### src/sv/itoa_pkg.sv
package itoa_pkg;

  // Width of the number that is converted; the input field stays 64 bits.
  localparam int VALUE_WIDTH = 64;
  localparam int FIELD_W     = 64;

  // Decimal digits needed for 2^VALUE_WIDTH - 1 (floor(W * log10 2) + 1).
  localparam int DEC_DIGITS  = (VALUE_WIDTH * 30103) / 100000 + 1;
  localparam int BCD_W       = 4 * DEC_DIGITS;
  localparam int CNT_W       = $clog2(VALUE_WIDTH + 1);
  localparam int REM_W       = $clog2(DEC_DIGITS + 1);

  localparam logic [7:0] MINUS_CHAR = 8'h2D;

  localparam logic [7:0] GLYPHS [16] = '{
    8'h30, 8'h31, 8'h32, 8'h33, 8'h34, 8'h35, 8'h36, 8'h37,
    8'h38, 8'h39, 8'h41, 8'h42, 8'h43, 8'h44, 8'h45, 8'h46
  };

  typedef logic [VALUE_WIDTH-1:0] val_t;
  typedef logic [BCD_W-1:0]       bcd_t;
  typedef logic [CNT_W-1:0]       cnt_t;
  typedef logic [REM_W-1:0]       rem_t;

  typedef struct packed {
    logic [FIELD_W-1:0] value;
    logic               use_hex;
    logic               is_signed;
  } num_t;

  typedef struct packed {
    logic [7:0] character;
    logic       last;
  } chr_t;

  // Converter to emitter hand-off: digit string, most significant digit at the top.
  typedef struct packed {
    logic valid;
    logic neg;
    bcd_t digits;
  } conv_out_t;

endpackage

### src/sv/itoa_conv.sv
module itoa_conv (
  input  logic                 clk,
  input  logic                 rst,
  input  logic                 num_valid,
  output logic                 num_stall,
  input  itoa_pkg::num_t       num,
  output itoa_pkg::conv_out_t  conv,
  input  logic                 conv_take
);

  localparam logic [1:0] ST_IDLE = 2'd0;
  localparam logic [1:0] ST_RUN  = 2'd1;
  localparam logic [1:0] ST_DONE = 2'd2;

  logic [1:0]         state;
  logic [1:0]         state_next;
  itoa_pkg::val_t     bin;
  itoa_pkg::val_t     bin_next;
  itoa_pkg::bcd_t     bcd;
  itoa_pkg::bcd_t     bcd_next;
  itoa_pkg::bcd_t     adj;
  itoa_pkg::cnt_t     cnt;
  itoa_pkg::cnt_t     cnt_next;
  logic               neg;
  logic               neg_next;
  itoa_pkg::val_t     v;
  itoa_pkg::val_t     mag;
  logic               v_neg;
  logic               accept;

  assign num_stall = (state != ST_IDLE);
  assign accept    = num_valid && (state == ST_IDLE);

  assign v     = num.value[itoa_pkg::VALUE_WIDTH-1:0];
  assign v_neg = !num.use_hex && num.is_signed && v[itoa_pkg::VALUE_WIDTH-1];
  assign mag   = v_neg ? itoa_pkg::val_t'(~v + itoa_pkg::val_t'(1)) : v;

  // Double dabble: add three to every BCD digit of five or more, then shift one bit in.
  always_comb begin
    adj = bcd;
    for (int i = 0; i < itoa_pkg::DEC_DIGITS; i++) begin
      if (bcd[4*i +: 4] >= 4'd5) begin
        adj[4*i +: 4] = bcd[4*i +: 4] + 4'd3;
      end
    end
  end

  always_comb begin
    state_next = state;
    bin_next   = bin;
    bcd_next   = bcd;
    cnt_next   = cnt;
    neg_next   = neg;
    unique case (state)
      ST_IDLE: begin
        if (accept) begin
          neg_next = v_neg;
          bin_next = mag;
          cnt_next = itoa_pkg::cnt_t'(itoa_pkg::VALUE_WIDTH);
          if (num.use_hex) begin
            bcd_next   = itoa_pkg::bcd_t'(mag);
            state_next = ST_DONE;
          end else begin
            bcd_next   = '0;
            state_next = ST_RUN;
          end
        end
      end
      ST_RUN: begin
        bcd_next = {adj[itoa_pkg::BCD_W-2:0], bin[itoa_pkg::VALUE_WIDTH-1]};
        bin_next = {bin[itoa_pkg::VALUE_WIDTH-2:0], 1'b0};
        cnt_next = cnt - itoa_pkg::cnt_t'(1);
        if (cnt == itoa_pkg::cnt_t'(1)) begin
          state_next = ST_DONE;
        end
      end
      ST_DONE: begin
        if (conv_take) begin
          state_next = ST_IDLE;
        end
      end
      default: state_next = ST_IDLE;
    endcase
  end

  always_ff @(posedge clk) begin
    if (rst) begin
      state <= ST_IDLE;
    end else begin
      state <= state_next;
    end
    bin <= bin_next;
    bcd <= bcd_next;
    cnt <= cnt_next;
    neg <= neg_next;
  end

  assign conv.valid  = (state == ST_DONE);
  assign conv.neg    = neg;
  assign conv.digits = bcd;

  a_run_count: assert property (@(posedge clk) disable iff (rst)
    (state == ST_RUN) |-> (cnt != '0))
    else $error("conversion running with zero bits left");

  a_hex_direct: assert property (@(posedge clk) disable iff (rst)
    (accept && num.use_hex) |=> (state == ST_DONE))
    else $error("hex item did not load straight to done");

  a_take_done: assert property (@(posedge clk) disable iff (rst)
    conv_take |-> (state == ST_DONE))
    else $error("digits taken before conversion finished");

endmodule

### src/sv/itoa_emit.sv
module itoa_emit (
  input  logic                 clk,
  input  logic                 rst,
  input  itoa_pkg::conv_out_t  conv,
  output logic                 conv_take,
  output logic                 chr_valid,
  input  logic                 chr_stall,
  output itoa_pkg::chr_t       chr
);

  localparam logic [1:0] ST_IDLE = 2'd0;
  localparam logic [1:0] ST_SKIP = 2'd1;
  localparam logic [1:0] ST_SEND = 2'd2;

  logic [1:0]      state;
  logic [1:0]      state_next;
  itoa_pkg::bcd_t  digits;
  itoa_pkg::bcd_t  digits_next;
  itoa_pkg::rem_t  rem;
  itoa_pkg::rem_t  rem_next;
  logic            neg;
  logic            neg_next;
  logic [3:0]      top_digit;
  logic            can_emit;
  logic            emit;
  itoa_pkg::chr_t  emit_chr;

  assign top_digit = digits[itoa_pkg::BCD_W-1 -: 4];
  assign can_emit  = !chr_valid || !chr_stall;
  assign conv_take = (state == ST_IDLE) && conv.valid;

  always_comb begin
    state_next  = state;
    digits_next = digits;
    rem_next    = rem;
    neg_next    = neg;
    emit        = 1'b0;
    emit_chr    = '{character: itoa_pkg::GLYPHS[top_digit], last: 1'b0};
    unique case (state)
      ST_IDLE: begin
        if (conv_take) begin
          digits_next = conv.digits;
          neg_next    = conv.neg;
          rem_next    = itoa_pkg::rem_t'(itoa_pkg::DEC_DIGITS);
          state_next  = ST_SKIP;
        end
      end
      // drop leading zeros one digit a cycle, keeping at least one digit
      ST_SKIP: begin
        if (top_digit == 4'd0 && rem != itoa_pkg::rem_t'(1)) begin
          digits_next = {digits[itoa_pkg::BCD_W-5:0], 4'd0};
          rem_next    = rem - itoa_pkg::rem_t'(1);
        end else begin
          state_next = ST_SEND;
        end
      end
      ST_SEND: begin
        if (can_emit) begin
          emit = 1'b1;
          if (neg) begin
            emit_chr.character = itoa_pkg::MINUS_CHAR;
            neg_next           = 1'b0;
          end else begin
            emit_chr.last = (rem == itoa_pkg::rem_t'(1));
            digits_next   = {digits[itoa_pkg::BCD_W-5:0], 4'd0};
            rem_next      = rem - itoa_pkg::rem_t'(1);
            if (rem == itoa_pkg::rem_t'(1)) begin
              state_next = ST_IDLE;
            end
          end
        end
      end
      default: state_next = ST_IDLE;
    endcase
  end

  always_ff @(posedge clk) begin
    if (rst) begin
      state     <= ST_IDLE;
      chr_valid <= 1'b0;
    end else begin
      state <= state_next;
      if (emit) begin
        chr_valid <= 1'b1;
      end else if (!chr_stall) begin
        chr_valid <= 1'b0;
      end
    end
    if (emit) begin
      chr <= emit_chr;
    end
    digits <= digits_next;
    rem    <= rem_next;
    neg    <= neg_next;
  end

  a_send_rem: assert property (@(posedge clk) disable iff (rst)
    (state == ST_SEND) |-> (rem != '0))
    else $error("sending with no digits left");

  a_last_idle: assert property (@(posedge clk) disable iff (rst)
    (emit && emit_chr.last) |=> (state == ST_IDLE))
    else $error("emitter busy after final character");

  a_sign_first: assert property (@(posedge clk) disable iff (rst)
    (emit && neg) |-> !emit_chr.last)
    else $error("minus sign marked as final character");

endmodule

### src/sv/integer_to_ascii_digits_top.sv
// Integer to ASCII converter. Each num item carries a 64-bit value, a base choice and a
// signed flag; the block returns its text one chr item per character, most significant
// digit first, with last set on the final character ('-' leads a negative signed decimal).
// Decimal conversion is a bit-serial double dabble; the digit shifter then walks all 20 digit
// positions, dropping leading zeros and sending one character per cycle while the output
// does not stall. The converter takes the next item while the previous text is still being
// sent; output stalls stretch the sending side.
module integer_to_ascii_digits_top (
  input  logic            clk,
  input  logic            rst,
  input  logic            num_valid,
  output logic            num_stall,
  input  itoa_pkg::num_t  num,
  output logic            chr_valid,
  input  logic            chr_stall,
  output itoa_pkg::chr_t  chr
);

  itoa_pkg::conv_out_t conv;
  logic                conv_take;

  itoa_conv u_conv (
    .clk       (clk),
    .rst       (rst),
    .num_valid (num_valid),
    .num_stall (num_stall),
    .num       (num),
    .conv      (conv),
    .conv_take (conv_take)
  );

  itoa_emit u_emit (
    .clk       (clk),
    .rst       (rst),
    .conv      (conv),
    .conv_take (conv_take),
    .chr_valid (chr_valid),
    .chr_stall (chr_stall),
    .chr       (chr)
  );

endmodule
### config.mk
export PLATFORM = sky130hd
export DESIGN_NAME = integer_to_ascii_digits_top
export DESIGN_NICKNAME = d
export VERILOG_FILES = /design/src/sv/itoa_pkg.sv /design/src/sv/itoa_conv.sv /design/src/sv/itoa_emit.sv /design/src/sv/integer_to_ascii_digits_top.sv
export SDC_FILE = /design/constraint.sdc
export NUM_CORES = 1
export LEC_CHECK = 0
export BUFFER_PORTS_ARGS = -buffer_cell sky130_fd_sc_hd__buf_4
export CELL_PAD_IN_SITES_DETAIL_PLACEMENT = 1
export CELL_PAD_IN_SITES_GLOBAL_PLACEMENT = 1
export CORE_UTILIZATION = 46
export CTS_BUF_LIST = sky130_fd_sc_hd__clkbuf_2 sky130_fd_sc_hd__clkbuf_4 sky130_fd_sc_hd__clkbuf_8
export DETAILED_ROUTE_END_ITERATION = 10
export GPL_TIMING_DRIVEN = 0
export PLACE_DENSITY_LB_ADDON = 0.1
export SLEW_MARGIN = 20
export SYNTH_ARGS = -nofsm -noshare
export SYNTH_HDL_FRONTEND = slang
export SYNTH_SLANG_ARGS = --single-unit
### constraint.sdc
create_clock -name clk -period 13.4 [get_ports clk]
set_clock_uncertainty 0.15 [all_clocks]
set_input_delay 0.67 -clock clk [delete_from_list [all_inputs] [get_ports clk]]
set_output_delay 0.67 -clock clk [all_outputs]
set_load 0.005 [all_outputs]
---- Word-level counts from Yosys, hierarchy flattened ----
Memories as Yosys holds them, arrays and structs flattened.
Cells that the tools add are included.
storage, ports and cells
  register bits ........................... 252
  bits in latches ......................... 0
  memory bits (writable) .................. 0
  ROM bits ................................ 128
  bits of input ports ..................... 70
  output and inout bits ................... 11
  word-level logic and storage cells ...... 163
  memories ................................ 1
operators by class
  add/sub/neg operators ................... 23
  $mul .................................... 0
  div/mod/pow operators ................... 0
  magnitude comparators ................... 21
  equal/unequal tests ..................... 17
  shift-type cells ........................ 0
  mux-type cells .......................... 62
  bitwise logic cells ..................... 4
  reduce and logical (&&, ||, !) cells .... 23
memories
  memory           words  bits a word  rd ports  clocked after memory_dff  wr ports  line             RTL
  (no name shown)  16     8            1         0                         0         itoa_emit.sv:38  emit_chr = '{character: itoa_pkg::GLYPHS[top_digit], last: 1'b0};
operator list
  cell                                                                   count
  80-bit 2-to-1 mux                                                      5
  80-bit case mux with 3 select lines                                    1
  64-bit 2-to-1 mux                                                      3
  80-bit case mux with 2 select lines                                    1
  64-bit case mux with 2 select lines                                    1
  4-bit by 3-bit >= comparator with 1-bit output, second input constant  20
  4-bit by 2-bit adder with 4-bit output, second input constant          19
  4-bit 2-to-1 mux                                                       19
  64-bit by 1-bit adder with 64-bit output, second input constant        1
  64-bit NOT                                                             1
  8-bit 2-to-1 mux                                                       3
  5-bit 2-to-1 mux                                                       4
  2-bit 2-to-1 mux                                                       9
  9-bit 2-to-1 mux                                                       2
  5-bit case mux with 3 select lines                                     1
  7-bit case mux with 2 select lines                                     1
  2-bit by 1-bit != test with 1-bit output, second input constant        6
  2-bit case mux with 3 select lines                                     2
  5-bit AND reduction                                                    2
  2-bit != test, second input constant                                   4
  7-bit by 1-bit == test with 1-bit output, second input constant        1
  1-bit 2-to-1 mux                                                       7
  7-bit 2-to-1 mux                                                       1
  7-bit by 1-bit subtractor with 7-bit output, second input constant     1
  21 further kinds                                                       35

---- Longest topological paths before layout ----
  depth in word-level cells ............... 7
  gate-level depth with buffers ........... 8
  gate-level depth less buffers ........... 8

---- Hierarchy ----
A second synthesis with hierarchy kept.
second synthesis, totals
  cells, all modules ...................... 1,307
  area total of the unflattened synthesis .. 14,173.6 um^2
by module, submodules not included
  module     times used  cells each  area each (um^2)  sequential area each (um^2)
  itoa_conv  1           1,051       9,908.3           4,604.4
  itoa_emit  1           256         4,265.3           2,882.8

---- Worst setup path before layout ----
Ideal clock, no wire load.
  path kind ............................... input port to flip-flop
  start ................................... input port num_valid
  end ..................................... register u_conv.bcd[0], enable pin
  arrival ................................. 7.018 ns
  slack ................................... 5.566 ns
  stages .................................. 2
  cell sequence ........................... nor2_1 > nor2_1
between the ends
  longest elaborated chain between the ends .. 3
RTL lines
  what                                                       line                               RTL
  start: declaration                                         integer_to_ascii_digits_top.sv:11  input logic num_valid,
  1-bit logical AND                                          itoa_conv.sv:32                    assign accept = num_valid && (state == ST_IDLE);
  2-bit by 1-bit != test with 1-bit output (no source line)  --
  2-bit AND reduction (no source line)                       --
  end signal: assignment                                     itoa_conv.sv:93                    bcd <= bcd_next;
  end: declaration                                           itoa_conv.sv:19                    itoa_pkg::bcd_t bcd;
No other way between the ends.
A chain may end at the register's enable or synchronous reset.

---- Worst setup path in the final report ----
  start ................................... register u_emit.state[0]
  end ..................................... register u_emit.digits[68] (data pin)
between the ends
  longest elaborated chain between the ends .. 2
  elaborated cells on any way between the ends .. 4
RTL lines
  what                                   line             RTL
  start: declaration                     itoa_emit.sv:15  logic [1:0] state;
  start signal: assignment               itoa_emit.sv:82  state <= state_next;
  2-bit == test (tied with other cells)  itoa_emit.sv:39  unique case (state)
  80-bit case mux with 3 select lines *  itoa_emit.sv:39
  named net u_emit.digits_next[68]       itoa_emit.sv:18  itoa_pkg::bcd_t digits_next;
  end signal: assignment                 itoa_emit.sv:92  digits <= digits_next;
  end: declaration                       itoa_emit.sv:17  itoa_pkg::bcd_t digits;
Mark *: on every way through the listed nets, which the timed path passes. The rest lies on a longest branch.

==> qor.csv <==
stage,metric,value,unit
synth,Yosys reg bits,251,
timing,Worst-Margin Slew,0.948,ns
timing,RSZ-0062 raised after global routing,no,
clock_network,hold_buf cts,0,
power,sequential share of power,0.461,
min_path,min-delay src,rst,
layout,Register Area,7490,um^2
timing,Worst slew margin,0.368,
worst_setup_path,CP dominant cell by count,clkbuf_1,
timing,fin worst setup slack,9.96,ns
layout,FILL cells,3264,
clock_network,clk root buf,clkbuf_8,
worst_setup_path,"critical path, cell by cell","inv_1, ha_1, clkbuf_1, clkbuf_1, clkbuf_1, o21ai_0",
global_route,total global-route track usage,0.260,
worst_setup_path,Reg2Reg Depth,6,
layout,layout cell share with drive strength beyond 1,0.145,
timing,final setup vio count,0,
global_route,vias in the first global route,11000,
die,DIE AREA,30600,um^2
synth,Synth async-reset ratio,0,
worst_setup_path,"Largest delay share family, worst path",buffers and inverters,
route,post-route antenna net violation count,0,
clock_network,total CTS buffers,46,
worst_setup_path,critical path peak fanout,10,
route,1st-iter DRT viols,664,
layout,synth-to-layout area growth,16.0,%
worst_setup_path,r2r setup slk,9.96,ns
worst_setup_path,Startpoint Class,register,
worst_setup_path,RR Startpoint,u_emit.state[0],
layout,final non-filler cell total,1857,
clock_network,clk buf depth,3,
die,starting density of the core,0.473,
worst_setup_path,WS Path Type,reg -> reg,
route,DRC violations left,0,
route,router iterations before antenna repair,4,
die,IO Count,81,
outcome,status,"complete, no violations",
timing,crit path time final,3.44,ns
synth,Post-synth EDFFs,246,
synth,Mapped Area,13800,um^2
min_path,WHS Path Cells,2,
route,Via density,5.70,
global_route,first-pass GRT wire length,61400,um
power,clock group share of total power,0.253,
die,Die Width,175,um
worst_setup_path,Bufs and invs on worst path,4,
timing,Setup TNS,0,ns
timing,Max Freq,0.291,GHz
power,Power Density,171,nW/um^2
timing,final hold violations,0,
synth,Post-Syn Nets,1425,
power,sw frac,0.331,
power,"IR drop worst, VDD",0.100,mV
timing,Slew Limit Fails,0,
worst_setup_path,Critical Path RT,13.49,ns
power,Leakage,5.75,nW
clock_network,# Post-CTS Setup Buffers,0,
layout,final net count,1563,
global_route,gr ovfl total,0,
clock_network,clock sinks,251,
worst_setup_path,slowest library cell on the worst path,clkbuf_1,
worst_setup_path,CP endpoint kind,register,
layout,area occupied by multi-input gates,5830,um^2
run,number of max-cap violations,0,
power,Sw Pwr,0.905,mW
worst_setup_path,crit-path max cell delay,0.78,ns
placement,DP Wirelength,28700,um
die,Core Rows,62,
placement,GP Congestion,0.828,
timing,Tcrit/Tclk final,0.257,
worst_setup_path,arrival time worst endpoint,3.53,ns
die,die height,175,um
min_path,worst min path class,in -> reg,
placement,DP Cell Count,1777,
synth,Gate Count Post-Synth,1303,
route,DR vias,10600,
global_route,initial antenna violation count,0,
synth,Most used DFF post-synth,edfxtp_1,
placement,port bufs,79,
power,Int Pwr,1.83,mW
synth,synth warn,0,
route,WL/cell,21.1,um
global_route,largest net degree at the start of global routing,26,
synth,syn_area_per_cell,10.6,um^2
worst_setup_path,FF-to-FF End,u_emit.digits[68],
clock_network,Worst-Skew Late Latency,0.56,ns
power,combinational power share,0.286,
route,Post-Route WL,39200,um
placement,dpl ws,9.59,ns
synth,sequential area share after synthesis,0.544,
die,Core Region,29100,um^2
clock_network,H-tree levels,2,
layout,Ant. Diodes,0,
clock_network,PostCTS Resize Cnt,0,
clock_network,CTS tree,yes,
min_path,Hold Path End,u_conv.state[0],
synth,Synth cell types,49,
clock_network,"Reg clk slew, reported paths",0.06,ns
-- cell families (layout without fill, tap and decap cells) --
logic type / Yosys count / in the layout / share of synthesized area
and+or+nand+nor: 412 / 412 / 0.148
AOI/OAI and AO/OA: 319 / 319 / 0.127
DFF: 251 / 251 / 0.544
buffers and inverters: 122 / 292 / 0.0336
xor gates and xnor gates: 105 / 105 / 0.0668
adders and majority gates: 52 / 52 / 0.0473
muxes: 41 / 41 / 0.0333
other: 1 / 1 / 0.000273
-- Yosys cell counts (2+ instances only) --
master,instances,area share
inv_1,60,0.016
nor3_1,26,0.0095
o21a_1,2,0.0011
a21oi_1,115,0.042
nor4b_1,3,0.0019
or4_1,8,0.0044
nor4_4,3,0.0046
mux2i_1,3,0.0022
nand2_1,110,0.030
o41ai_4,2,0.0040
clkbuf_1,50,0.014
edfxtp_1,246,0.54
buf_1,10,0.0027
nand3_1,68,0.025
o21ai_0,155,0.056
dfxtp_1,5,0.0073
nor2_1,105,0.029
nand2b_1,22,0.010
nor2b_1,8,0.0036
mux2_2,38,0.031
ha_1,52,0.047
a41oi_1,2,0.0013
o21ai_1,2,0.00073
or3_1,7,0.0032
and2_1,4,0.0018
a31oi_1,14,0.0064
nor3b_1,16,0.0087
xor2_1,33,0.021
nor4_1,13,0.0059
or2_2,3,0.0014
and3_1,6,0.0027
a21o_1,2,0.0011
or4_4,2,0.0016
nand4_1,4,0.0018
xnor2_1,72,0.046
o31ai_1,19,0.010
-- power groups by stage --
stage               clock network, mW  logic (mW)  registers [mW]
finish                          0.692       0.783            1.26
global route                    0.736       0.857            1.28
CTS                             0.708       0.787            1.26
detailed placement                  0       0.781            1.27
global placement                    0       0.682            1.33
floorplan                           0       0.470            1.27
-- through the flow --
stage	area (um^2)	util	power [mW]	hold slack (ns)
after floorplan	13800	-	1.74	0.345
after global placement	14800	0.510	2.01	0.354
after detailed placement	15100	0.520	2.06	0.367
after CTS	16000	0.549	2.76	0.134
after global routing	16000	0.549	2.87	0.147
final	16000	0.549	2.74	0.165
-- cells in the final DEF, fill, tap and decap left out, types with 26 or more instances in the layout --
cell type  count
ha_1          52
buf_4         80
o21ai_0      155
nand2_1      110
nor2_1       104
nand3_1       68
xnor2_1       72
nor3_1        26
a21oi_1      114
inv_1         60
mux2_2        38
xor2_1        33
clkbuf_1      50
clkbuf_8      46
edfxtp_1     246
-- routing by layer --
metal  up-vias  wire [um]  track usage  part of all wire
met1      5286      17700        0.349              0.45
met5         -          0            0                 0
met3        69       1770       0.0339             0.045
met4         0       1010       0.0790             0.026
li1       5000          -            -                 -
met2       221      18700        0.437              0.48
-- registers in the layout, indices dropped and copies added (netlist names) --
register          cells
u_conv.bcd           80
u_emit.digits        80
u_conv.bin           64
u_emit.chr            8
u_conv.cnt            7
u_emit.rem            5
u_conv.state          2
u_emit.state          2
u_conv.neg            1
u_emit.chr_valid      1
u_emit.neg            1
-- layout make-up --
class | instances | area share
timing repair buffer | 90 | 0.0542
clock inverter | 17 | 0.00502
sequential | 251 | 0.469
clock buffer | 63 | 0.0477
tap | 384 | 0.0301
inverter | 60 | 0.0141
multi-input combinational | 930 | 0.365
buffer | 62 | 0.0149
-- worst max-delay path by stage --
| stage | slack [ns] | depth (start not counted) | startpoint | to |
|---|---|---|---|---|
| 2_1_floorplan | 5.57 | 2 | num_valid | u_conv.bcd[0] |
| 3_3_place_gp | 1.96 | 3 | num_valid | u_conv.bcd[47] |
| 4_1_cts | 10.0 | 6 | u_emit.state[0] | u_emit.digits[74] |
| 5_1_grt | 9.81 | 6 | u_emit.state[1] | u_emit.digits[74] |
| 6_report | 9.96 | 6 | u_emit.state[0] | u_emit.digits[68] |
| 3_5_place_dp | 9.59 | 9 | num[2] | u_conv.bin[52] |
No activity file was read; power rests on OpenSTA's default activity.
